[config.mk]
export PLATFORM = sky130hd
export DESIGN_NAME = byte_set_sort_statistics_unit
export DESIGN_NICKNAME = d
export VERILOG_FILES = /design/src/bssu_pkg.sv /design/src/bssu_cell.sv /design/src/bssu_divider.sv /design/src/byte_set_sort_statistics_unit.sv
export SDC_FILE = /design/constraint.sdc
export NUM_CORES = 2
export LEC_CHECK = 0
export BUFFER_PORTS_ARGS = -buffer_cell sky130_fd_sc_hd__clkbuf_2
export CORE_ASPECT_RATIO = 1.5
export CORE_MARGIN = 5
export CORE_UTILIZATION = 47
export DETAILED_ROUTE_END_ITERATION = 8
export GPL_ROUTABILITY_DRIVEN = 0
export PLACE_DENSITY_LB_ADDON = 0.25
export SLEW_MARGIN = 5
export SYNTH_ARGS = -nofsm -noshare
export SYNTH_HDL_FRONTEND = slang
export SYNTH_SLANG_ARGS = --single-unit
[constraint.sdc]
create_clock -name clk -period 6.4 [get_ports clk]
set_input_delay 1.28 -clock clk [delete_from_list [all_inputs] [get_ports clk]]
set_output_delay 1.28 -clock clk [all_outputs]
set_load 0.02 [all_outputs]
[src/bssu_pkg.sv]
`timescale 1ns / 1ps
package bssu_pkg;

  localparam int MAX_COUNT_DEF = 64;
  localparam int SAMPLE_W      = 8;
  localparam int COUNT_OUT_W   = 7;
  localparam int SUM_W         = 14;
  localparam int DIV_STEP_W    = $clog2(SUM_W);

  typedef enum logic [1:0] {
    ST_LOAD,
    ST_STATS,
    ST_DRAIN
  } state_t;

  // per-cycle command to every cell of the chain
  typedef struct packed {
    logic insert;
    logic shift;
  } cell_ctrl_t;

endpackage

[src/bssu_cell.sv]
`timescale 1ns / 1ps
module bssu_cell (
  input  logic                          clk,
  input  logic                          rst,
  input  bssu_pkg::cell_ctrl_t          ctrl,
  input  logic [bssu_pkg::SAMPLE_W-1:0] sample,
  input  logic [bssu_pkg::SAMPLE_W-1:0] left_value,
  input  logic                          left_valid,
  input  logic                          left_take,
  input  logic [bssu_pkg::SAMPLE_W-1:0] right_value,
  input  logic                          right_valid,
  output logic [bssu_pkg::SAMPLE_W-1:0] value,
  output logic                          valid,
  output logic                          take
);
  import bssu_pkg::*;

  logic [SAMPLE_W-1:0] value_next;
  logic                valid_next;

  // empty cells and smaller values give way to the new byte
  assign take = !valid || (sample > value);

  always_comb begin
    value_next = value;
    valid_next = valid;
    if (ctrl.shift) begin
      value_next = right_value;
      valid_next = right_valid;
    end else if (ctrl.insert && take) begin
      value_next = left_take ? left_value : sample;
      valid_next = valid || left_valid;
    end
  end

  always_ff @(posedge clk) begin
    value <= value_next;
    if (rst) begin
      valid <= 1'b0;
    end else begin
      valid <= valid_next;
    end
  end

endmodule

[src/bssu_divider.sv]
`timescale 1ns / 1ps
module bssu_divider (
  input  logic                             clk,
  input  logic                             rst,
  input  logic                             start,
  input  logic [bssu_pkg::SUM_W-1:0]       dividend,
  input  logic [bssu_pkg::COUNT_OUT_W-1:0] divisor,
  output logic                             busy,
  output logic [bssu_pkg::SAMPLE_W-1:0]    quotient
);
  import bssu_pkg::*;

  // restoring divider, one quotient bit per cycle
  logic [SUM_W-1:0]       num;
  logic [COUNT_OUT_W-1:0] dsr;
  logic [COUNT_OUT_W-1:0] rem;
  logic [DIV_STEP_W-1:0]  step;
  logic [COUNT_OUT_W:0]   trial;
  logic                   fits;

  assign trial = {rem, num[SUM_W-1]};
  assign fits  = trial >= {1'b0, dsr};

  always_ff @(posedge clk) begin
    if (rst) begin
      busy <= 1'b0;
      step <= '0;
    end else if (start) begin
      busy <= 1'b1;
      step <= '0;
    end else if (busy) begin
      step <= step + 1'b1;
      if (step == DIV_STEP_W'(SUM_W - 1)) begin
        busy <= 1'b0;
      end
    end
  end

  always_ff @(posedge clk) begin
    if (start) begin
      num      <= dividend;
      dsr      <= divisor;
      rem      <= '0;
      quotient <= '0;
    end else if (busy) begin
      num      <= {num[SUM_W-2:0], 1'b0};
      rem      <= fits ? COUNT_OUT_W'(trial - {1'b0, dsr}) : COUNT_OUT_W'(trial);
      quotient <= {quotient[SAMPLE_W-2:0], fits};
    end
  end

endmodule

[src/byte_set_sort_statistics_unit.sv]
`timescale 1ns / 1ps
// Byte set sorter with statistics.
// Input channel (in_valid/in_ready): one byte per word, last_sample marks
// the final byte of a set. Bytes load at one word per cycle into a chain of
// MAX_COUNT insertion cells that keeps the set in descending order as it
// fills. Bytes beyond MAX_COUNT are dropped and flagged as overflowed.
// After the closing word the chain rotates once around to pick up maximum,
// minimum and the two middle values, while a bit-serial divider forms
// the mean.
// Output channel (out_valid/out_ready): one sorted byte per word, largest
// first, last_value on the final one; every word carries count, minimum,
// maximum, mean, median and the overflow flag. Words leave at one per cycle
// while out_ready is high; a stall simply holds the chain. Input is refused
// from the closing word until the last result is taken.
// Reset (rst, synchronous) empties the chain and starts a new set; no
// clearing pass is needed.
module byte_set_sort_statistics_unit #(
  parameter int MAX_COUNT = bssu_pkg::MAX_COUNT_DEF
) (
  input  logic                             clk,
  input  logic                             rst,
  input  logic                             in_valid,
  output logic                             in_ready,
  input  logic [bssu_pkg::SAMPLE_W-1:0]    sample,
  input  logic                             last_sample,
  output logic                             out_valid,
  input  logic                             out_ready,
  output logic [bssu_pkg::SAMPLE_W-1:0]    sorted_value,
  output logic                             last_value,
  output logic [bssu_pkg::COUNT_OUT_W-1:0] set_count,
  output logic [bssu_pkg::SAMPLE_W-1:0]    minimum,
  output logic [bssu_pkg::SAMPLE_W-1:0]    maximum,
  output logic [bssu_pkg::SAMPLE_W-1:0]    mean,
  output logic [bssu_pkg::SAMPLE_W-1:0]    median,
  output logic                             overflowed
);
  import bssu_pkg::*;

  localparam int CW = $clog2(MAX_COUNT + 1);
  localparam int RW = $clog2(MAX_COUNT);

  state_t state, state_next;

  logic [CW-1:0]       count;
  logic [CW-1:0]       remain;
  logic [SUM_W-1:0]    sum;
  logic                overflow;
  logic [RW-1:0]       rot_k;
  logic                rot_done;
  logic [SAMPLE_W-1:0] max_r, min_r, med_a, med_b;
  logic [SAMPLE_W:0]   med_sum;

  logic       in_acc, out_acc, store_ok, rotate;
  logic [CW-1:0] count_next;
  logic       div_busy;
  cell_ctrl_t cell_ctrl;

  logic [SAMPLE_W-1:0] cell_value [MAX_COUNT];
  logic                cell_valid [MAX_COUNT];
  logic                cell_take  [MAX_COUNT];
  logic [SAMPLE_W-1:0] tail_value;
  logic                tail_valid;

  assign in_acc     = in_valid && in_ready;
  assign out_acc    = out_valid && out_ready;
  assign store_ok   = count < CW'(MAX_COUNT);
  assign count_next = count + CW'(store_ok);

  // --- insertion chain -------------------------------------------------
  // On rotation the tail refills from the head; when draining it refills
  // empty.
  assign tail_value = cell_value[0];
  assign tail_valid = rotate && cell_valid[0];

  for (genvar i = 0; i < MAX_COUNT; i++) begin : g_cell
    if (i == 0) begin : g_head
      bssu_cell u_cell (
        .clk         (clk),
        .rst         (rst),
        .ctrl        (cell_ctrl),
        .sample      (sample),
        .left_value  (sample),
        .left_valid  (1'b1),
        .left_take   (1'b0),
        .right_value ((MAX_COUNT == 1) ? tail_value : cell_value[(i+1) % MAX_COUNT]),
        .right_valid ((MAX_COUNT == 1) ? tail_valid : cell_valid[(i+1) % MAX_COUNT]),
        .value       (cell_value[i]),
        .valid       (cell_valid[i]),
        .take        (cell_take[i])
      );
    end else if (i == MAX_COUNT - 1) begin : g_tail
      bssu_cell u_cell (
        .clk         (clk),
        .rst         (rst),
        .ctrl        (cell_ctrl),
        .sample      (sample),
        .left_value  (cell_value[i-1]),
        .left_valid  (cell_valid[i-1]),
        .left_take   (cell_take[i-1]),
        .right_value (tail_value),
        .right_valid (tail_valid),
        .value       (cell_value[i]),
        .valid       (cell_valid[i]),
        .take        (cell_take[i])
      );
    end else begin : g_mid
      bssu_cell u_cell (
        .clk         (clk),
        .rst         (rst),
        .ctrl        (cell_ctrl),
        .sample      (sample),
        .left_value  (cell_value[i-1]),
        .left_valid  (cell_valid[i-1]),
        .left_take   (cell_take[i-1]),
        .right_value (cell_value[i+1]),
        .right_valid (cell_valid[i+1]),
        .value       (cell_value[i]),
        .valid       (cell_valid[i]),
        .take        (cell_take[i])
      );
    end
  end

  // --- mean ------------------------------------------------------------
  bssu_divider u_div (
    .clk      (clk),
    .rst      (rst),
    .start    (in_acc && last_sample),
    .dividend (sum + SUM_W'(store_ok ? sample : '0)),
    .divisor  (COUNT_OUT_W'(count_next)),
    .busy     (div_busy),
    .quotient (mean)
  );

  // --- control ---------------------------------------------------------
  always_comb begin
    state_next = state;
    unique case (state)
      ST_LOAD: begin
        if (in_acc && last_sample) begin
          state_next = ST_STATS;
        end
      end
      ST_STATS: begin
        if (rot_done && !div_busy) begin
          state_next = ST_DRAIN;
        end
      end
      ST_DRAIN: begin
        if (out_acc && remain == CW'(1)) begin
          state_next = ST_LOAD;
        end
      end
      default: state_next = ST_LOAD;
    endcase
  end

  always_comb begin
    in_ready         = 1'b0;
    out_valid        = 1'b0;
    rotate           = 1'b0;
    cell_ctrl.insert = 1'b0;
    cell_ctrl.shift  = 1'b0;
    unique case (state)
      ST_LOAD: begin
        in_ready         = 1'b1;
        cell_ctrl.insert = in_valid && store_ok;
      end
      ST_STATS: begin
        rotate          = 1'b1;
        cell_ctrl.shift = !rot_done;
      end
      ST_DRAIN: begin
        out_valid       = 1'b1;
        cell_ctrl.shift = out_ready;
      end
      default: ;
    endcase
  end

  always_ff @(posedge clk) begin
    if (rst) begin
      state    <= ST_LOAD;
      count    <= '0;
      sum      <= '0;
      overflow <= 1'b0;
      rot_k    <= '0;
      rot_done <= 1'b0;
      remain   <= '0;
    end else begin
      state <= state_next;
      if (in_acc) begin
        count <= count_next;
        if (store_ok) begin
          sum <= sum + SUM_W'(sample);
        end else begin
          overflow <= 1'b1;
        end
        rot_k    <= '0;
        rot_done <= 1'b0;
        remain   <= count_next;
      end
      if (state == ST_STATS && !rot_done) begin
        rot_k <= rot_k + 1'b1;
        if (rot_k == RW'(MAX_COUNT - 1)) begin
          rot_done <= 1'b1;
        end
      end
      if (out_acc) begin
        remain <= remain - 1'b1;
        if (remain == CW'(1)) begin
          count    <= '0;
          sum      <= '0;
          overflow <= 1'b0;
        end
      end
    end
  end

  // head of the chain holds sorted[k] at rotation step k
  always_ff @(posedge clk) begin
    if (state == ST_STATS && !rot_done) begin
      if (rot_k == '0) begin
        max_r <= cell_value[0];
      end
      if (rot_k == RW'(count - CW'(1))) begin
        min_r <= cell_value[0];
      end
      if (rot_k == RW'(count >> 1)) begin
        med_a <= cell_value[0];
      end
      if (rot_k == RW'((count - CW'(1)) >> 1)) begin
        med_b <= cell_value[0];
      end
    end
  end

  assign med_sum      = {1'b0, med_a} + {1'b0, med_b};
  assign median       = med_sum[SAMPLE_W:1];
  assign sorted_value = cell_value[0];
  assign last_value   = remain == CW'(1);
  assign set_count    = COUNT_OUT_W'(count);
  assign minimum      = min_r;
  assign maximum      = max_r;
  assign overflowed   = overflow;

  // --- checks ----------------------------------------------------------
  a_one_side: assert property (@(posedge clk) disable iff (rst)
    !(in_ready && out_valid))
    else $error("input and output open together");

  a_head_full: assert property (@(posedge clk) disable iff (rst)
    out_valid |-> cell_valid[0])
    else $error("result offered from an empty chain head");

  a_count_cap: assert property (@(posedge clk) disable iff (rst)
    count <= CW'(MAX_COUNT))
    else $error("stored count beyond capacity");

  a_set_clear: assert property (@(posedge clk) disable iff (rst)
    (out_acc && last_value) |=> (count == '0 && !overflow && in_ready))
    else $error("set not cleared after final result");

  a_remain: assert property (@(posedge clk) disable iff (rst)
    out_valid |-> (remain != '0 && remain <= count))
    else $error("remaining result count out of range");

endmodule
Word-level counts from Yosys, hierarchy flattened
Cells that the tools add are included.
{ "classes": {"add_sub_neg": 9, "order_cmp": 66, "eq_ne": 11, "mux": 353, "n_reduce_logical": 340} }
{ "ops": {"columns": ["op", "n"], "rows": [
  ["$mux 8", 192],
  ["$gt 8x8->1", 64],
  ["$mux 1", 142],
  ["$reduce_bool 2->1", 67],
  ["$logic_or 1x1->1", 127],
  ["$mux 14", 6],
  ["$logic_and 1x1->1", 72],
  ["$logic_not 1->1", 66],
  ["$mux 7", 6],
  ["$add 14x8->14", 2],
  ["$eq 6x6->1", 3],
  ["$sub 7x1->7 const B", 2],
  ["$mux 6", 2],
  ["$add 8x8->9", 1],
  ["$ge 8x7->1", 1],
  ["$reduce_and 2->1", 4],
  ["$add 7x1->7", 1],
  ["$eq 7x1->1 const B", 1],
  ["$lt 7x7->1 const B", 1],
  ["$sub 7x7->7", 1],
  ["$add 6x1->6 const B", 1],
  ["$eq 6x6->1 const B", 1],
  ["$logic_not 6->1", 1],
  ["$mux 2", 3],
  ["11 further kinds", 12]
]} }
{ "totals": {"reg_bits": 687, "elab_cells": 924} }

Logic depth before layout (Yosys ltp)
{ "logic_depth": {"word_depth": 6, "mapped_depth": 11} }

Hierarchy
A second synthesis with hierarchy kept.
{ "hier_totals": {"hier_cells": 5062, "area_unflattened_um2": 50166.9} }
{ "by_module_without_submodules": {"columns": ["mod", "instances", "cells_per_inst", "area_each_um2", "seq_area_each_um2"], "rows": [
  ["bssu_cell (g_cell[0].g_head.u_cell ...)", 63, 69, 684.4, 260.2],
  ["byte_set_sort_statistics_unit", 1, 459, 4260.3, 1721.7],
  ["bssu_divider", 1, 187, 2119.5, 1031.0],
  ["bssu_cell (g_cell[35].g_mid.u_cell)", 1, 69, 669.4, 260.2]
]} }

Least setup slack after synthesis
No wires, ideal clock.
{ "synth_timing": {"path_type": "input to register", "start": "input port sample[0] (netlist name)", "end": "register u_div.num[12], data pin", "setup_ps": 264, "arrival_time_ps": 4442, "t_required_ps": 6136, "setup_slack_ps": 1694, "cell_stages": 11, "cell_sequence": "clkbuf_1 -> inv_1 -> nor2_1 -> ha_1 -> fa_1 -> a21oi_1 -> o21ai_0 -> a2111oi_2 -> nor3_1 -> xnor2_1 -> o21ai_1"} }
{ "synth_between": {"elab_chain_len": 3} }
{ "synth_rtl": {"columns": ["item", "line", "source"], "rows": [
  ["start, declared", "byte_set_sort_statistics_unit.sv:24", "input logic [bssu_pkg::SAMPLE_W-1:0] sample,"],
  ["$mux 8", "byte_set_sort_statistics_unit.sv:129", ".dividend (sum + SUM_W'(store_ok ? sample : '0)),"],
  ["$add 14x8->14", "byte_set_sort_statistics_unit.sv:129", null],
  ["$mux 14", "bssu_divider.sv:40", "if (start) begin"],
  ["end signal, assigned", "bssu_divider.sv:41", "num <= dividend;"],
  ["end signal, assigned", "bssu_divider.sv:46", "num <= {num[SUM_W-2:0], 1'b0};"],
  ["end, declared", "bssu_divider.sv:14", "logic [SUM_W-1:0] num;"]
]} }
No other way between the ends.
A chain may end at the register's enable or synchronous reset.

Final worst setup path
{ "layout_timing": {"start": "input port sample[0] (netlist name)", "end": "register g_cell[29].g_mid.u_cell.value[5] (netlist name) (enable)"} }
{ "layout_between": {"elab_chain_len": 4} }
{ "layout_rtl": {"columns": ["item", "line", "source"], "rows": [
  ["$gt 8x8->1", "bssu_cell.sv:22", "assign take = !valid || (sample > value);"],
  ["$logic_or 1x1->1", "bssu_cell.sv:22", null],
  ["$logic_and 1x1->1", "bssu_cell.sv:30", "end else if (ctrl.insert && take) begin"],
  ["$reduce_bool 2->1 (no line)", null, null],
  ["end signal, assigned", "bssu_cell.sv:37", "value <= value_next;"],
  ["end, declared", "bssu_cell.sv:12", "output logic [bssu_pkg::SAMPLE_W-1:0] value,"]
]} }
No other way between the ends.

==> results.md <==
Worst setup path:
- The worst register-to-register path begins at state[1].
- The data required time of the worst path is 6.73 ns.
- The startpoint of the worst setup timing path is sample[0].
- STA classifies the critical path startpoint as an input port.
- The endpoint type of the worst setup path is a register.
- The critical path arrival is 4.32 ns.
- Of all nets on the critical path, the largest fanout is 42.
- The critical path in this run is classified as in2reg.

Clocking:
- Buffers inserted during clock tree synthesis total 74.
- Clock-pin slew was measured on the worst setup and hold paths at 0.06 ns.
- The number of buffers inserted for hold repair after clock tree synthesis is 0.
- TritonCTS built the clock tree.
- The latest clock arrival within the worst-skew pair is 0.66 ns.
- The number of sinks on the clock net is around 690.
- After clock tree synthesis, the setup repair step added 0 buffers.
- The maximum number of buffers from clock root to sink is 3.
- Clock tree synthesis selected as its root buffer the cell clkbuf_16.
- Once the clock tree was built, the resizer swapped 0 gates to a different size.
- The maximum level of the CTS H-tree is 3.

Logic synthesis:
- In this run, synthesis inferred 565 flip-flops with an integrated enable.
- The post-synth net total is 5,678.
- Of the total synthesized cell area, the portion taken by XOR and XNOR cells is 0.00990.
- In this run the mean area of a mapped cell was a little over 9 um2.
- For this run, the number of Yosys warnings is 0.
- The area fraction in compound gates after synthesis is 0.136.
- The cell area after synthesis is 0.0478 mm2.
- Of the synthesized area, sequential elements account for 0.406.
- After synthesis, the share of cell area in mux cells is 0.115.
- By area, the combinational part of the netlist is dominated by adder cells.
- The number of synthesized register bits is 687.
- The simple logic cell fraction of the synthesized area is 0.114.
- The netlist uses 64 different library cells.
- In the synthesized netlist the dominant register cell turns out to be edfxtp_1.
- The number of standard cells after synthesis is 5,107.
- The async set-reset flop share out of synthesis is 0.
- The synthesized-area fraction occupied by adder cells is 0.147.

Pwr:
- Of the total power, the share spent switching nets is 0.416.
- The power per unit of standard cell area is 512 mW/mm2.
- The share of total power dissipated in sequential elements is 0.403.
- Cell internal power was estimated by the tool at 15.5 mW.
- The share of total power in the clock network is 0.161.
- The net switching component of the power is around 11 mW.
- Across the VDD grid, the largest voltage drop is 277 uV.
- The leakage power of the design is 23.4 nW.
- The share of total power dissipated in combinational logic is 0.436.

Placed design:
- The instance count after placement with tap cells included is 6,280.
- The number of buffers added on ports is 63.
- The HPWL after detailed placement is 84,800 um.
- The worst slack after detailed placement is 1.70 ns.

STA:
- In the final timing run, aggregate negative setup slack is 0 ns.
- The slew at the pin closest to its max-slew limit is between 1 and 1.5 ns.
- The relative max-transition margin is 0.211.
- Dividing the final minimum period by the clock period gives 0.624.
- The smallest setup slack after layout is 2.40 ns.
- The count of final setup violators is 0.
- The number of max-slew violations in the final report is 0.
- For this run, the top clock speed supported by timing is 250 MHz.
- Setup repair after global routing left no endpoint under its margin.
- The final hold violation count is 0.
- Hold timing on the final database bottoms out at a slack of 0.460 ns.
- The minimum period implied by the final worst setup slack is 4.00 ns.
- The final setup skew is 0.0239 ns.

Global routing:
- The maximum number of pins on one net before global-route repair is 231.
- The global-route usage over all layers is 0.218.
- The via count of the first global-routing pass is about 37,000.
- The overall overflow remaining after global route is 0.
- The wire length of the first global-routing pass is 194,000 um.
- The number of antenna violations at the first check in global routing is 0.

Drt:
- In the routed design, unresolved DRC markers number 0.
- The count of nets left with antenna violations once routing finished came out at 0.
- After detailed routing, the number of vias per cell comes to 5.68.
- The final wirelength is between 100,000 and 150,000 um.
- For this run, the detailed router's first-pass iteration total came to 6.
- The total vias in the final route is 36,400.
- The first routing iteration left approximately 2,500 violations.
- The average detailed-routed wire length per instance is between 15 and 20 um.

Finish:
- Leaving out fill and tap cells, the most frequent cells in the layout are 728 x nand2_1, 669 x o21ai_0, 565 x edfxtp_1.
- The fraction of final layout cells with drive strength greater than 1 is 0.0605.
- The area growth from synthesis to layout is 8.46%.
- Measured on the finished design, the core utilization comes to 0.512.
- After the last flow step, the layout net total stands at 5,622.
- Excluding fillers, the count of instances in the completed layout stands at 6,415.
- Leaving out fill and tap cells, the most frequent cell in the layout is nand2_1.
- The number of diodes is 0.

Floorplan:
- The count of pins on the block boundary is 64.
- The die area is 0.108 mm2.
- The core box area is 0.101 mm2.
- The height of the die is between 400 and 500 um.
- The die is between 200 and 300 um wide.
- The floorplan has 143 rows.
- The initial cell density of the core is 0.472.

Hold path:
- The min-delay analysis places its worst path in the category reg2reg.
- The beginning of the worst hold path is remain[5].

Outcome:
- The run finished with clean final reports.

Job:
- The max-cap violation count is 0.
## power by group through the flow
stage                     combinational, mW  clock (mW)  sequential (mW)
after floorplan                        9.00           0             9.67
after global placement                 11.1           0             10.7
after detailed placement               11.6           0             10.8
after CTS                              11.6        4.36             10.7
after global routing                   13.3        4.51             10.9
final                                  11.6        4.27             10.7
## path summary, 6_finish.rpt
path,end,slack [ns],cells after the start
max,g_cell[29].g_mid.u_cell.value[5],2.40,9
min,remain[5],0.46,2
max reg2reg,u_div.num[10],2.98,7
min reg2reg,remain[5],0.46,2
## synthesized netlist by cell type, types with 6 or more instances
cell	count	area share
mux2i_1	543	0.11
o21ai_0	669	0.070
nand3_1	45	0.0047
or3_1	10	0.0013
nor2b_1	53	0.0069
nor2_1	148	0.012
a221o_1	15	0.0031
a31oi_1	8	0.0010
and3_1	35	0.0046
o22ai_1	29	0.0038
ha_1	554	0.15
buf_4	10	0.0016
dfxtp_1	122	0.051
nand4_1	104	0.014
nor3_1	101	0.011
o211ai_1	21	0.0033
nand2_1	728	0.057
xor2_1	22	0.0040
a211oi_1	70	0.011
a21oi_1	239	0.025
buf_6	6	0.0014
a21o_1	42	0.0066
buf_2	118	0.012
edfxtp_1	565	0.36
o41ai_1	9	0.0017
inv_1	552	0.043
buf_1	11	0.00086
a221oi_1	6	0.0011
o21ai_2	10	0.0018
clkbuf_1	156	0.012
xnor2_1	32	0.0059
## logic make-up (layout without fill, tap and decap cells)
family	after synthesis	count (layout)
fa+ha+maj	558	558
simple gates	1249	1249
compound gates	1159	1159
flops	687	687
buf+inv	853	856
mux	547	547
xor+xnor	54	54
## metrics by stage
step | power, mW | area (um2)
2_1_floorplan | 18.7 | 47800
3_3_place_gp | 21.9 | 49500
3_5_place_dp | 22.4 | 49500
4_1_cts | 26.7 | 51800
5_1_grt | 28.7 | 51800
6_report | 26.5 | 51800
## flip-flops by register name (all words and copies together), names as in the netlist, 2 cells and up
name	count
u_div.rem	7
g_cell.g_mid.u_cell.valid	62
g_cell.g_head.u_cell.value	8
g_cell.g_mid.u_cell.value	496
maximum	8
remain	7
g_cell.g_tail.u_cell.value	8
u_div.quotient	8
state	2
u_div.dsr	7
u_div.num	14
med_a	8
minimum	8
rot_k	6
u_div.step	4
sum	14
set_count	7
med_b	8
## critical path, stage by stage
cell and delay [ns]:
buf_4 0.27, inv_4 0.65, buf_4 0.34, ha_1 0.25, and3_1 0.14, o21ai_0 0.70
buf_4 0.28, nand2_1 0.06, nand2_1 0.30
## layout make-up
| type | instances | area (um2) |
|---|---|---|
| Fill cell | 9299 | 49300 |
| Multi-Input combinational cell | 3567 | 25000 |
| Sequential cell | 687 | 19400 |
| Clock buffer | 102 | 2120 |
| Inverter | 552 | 2070 |
| Tap cell | 1305 | 1630 |
| Timing Repair Buffer | 169 | 1320 |
| Clock inverter | 33 | 220 |
## per-layer routing
metal  global-route usage  part of all wire  wire (um)
met2                0.407              0.52      63100
met5                    0                 0          0
met1                0.257              0.41      49900
met4               0.0801             0.035       4280
met3               0.0262             0.037       4490
No activity file was read; power rests on OpenSTA's default activity.
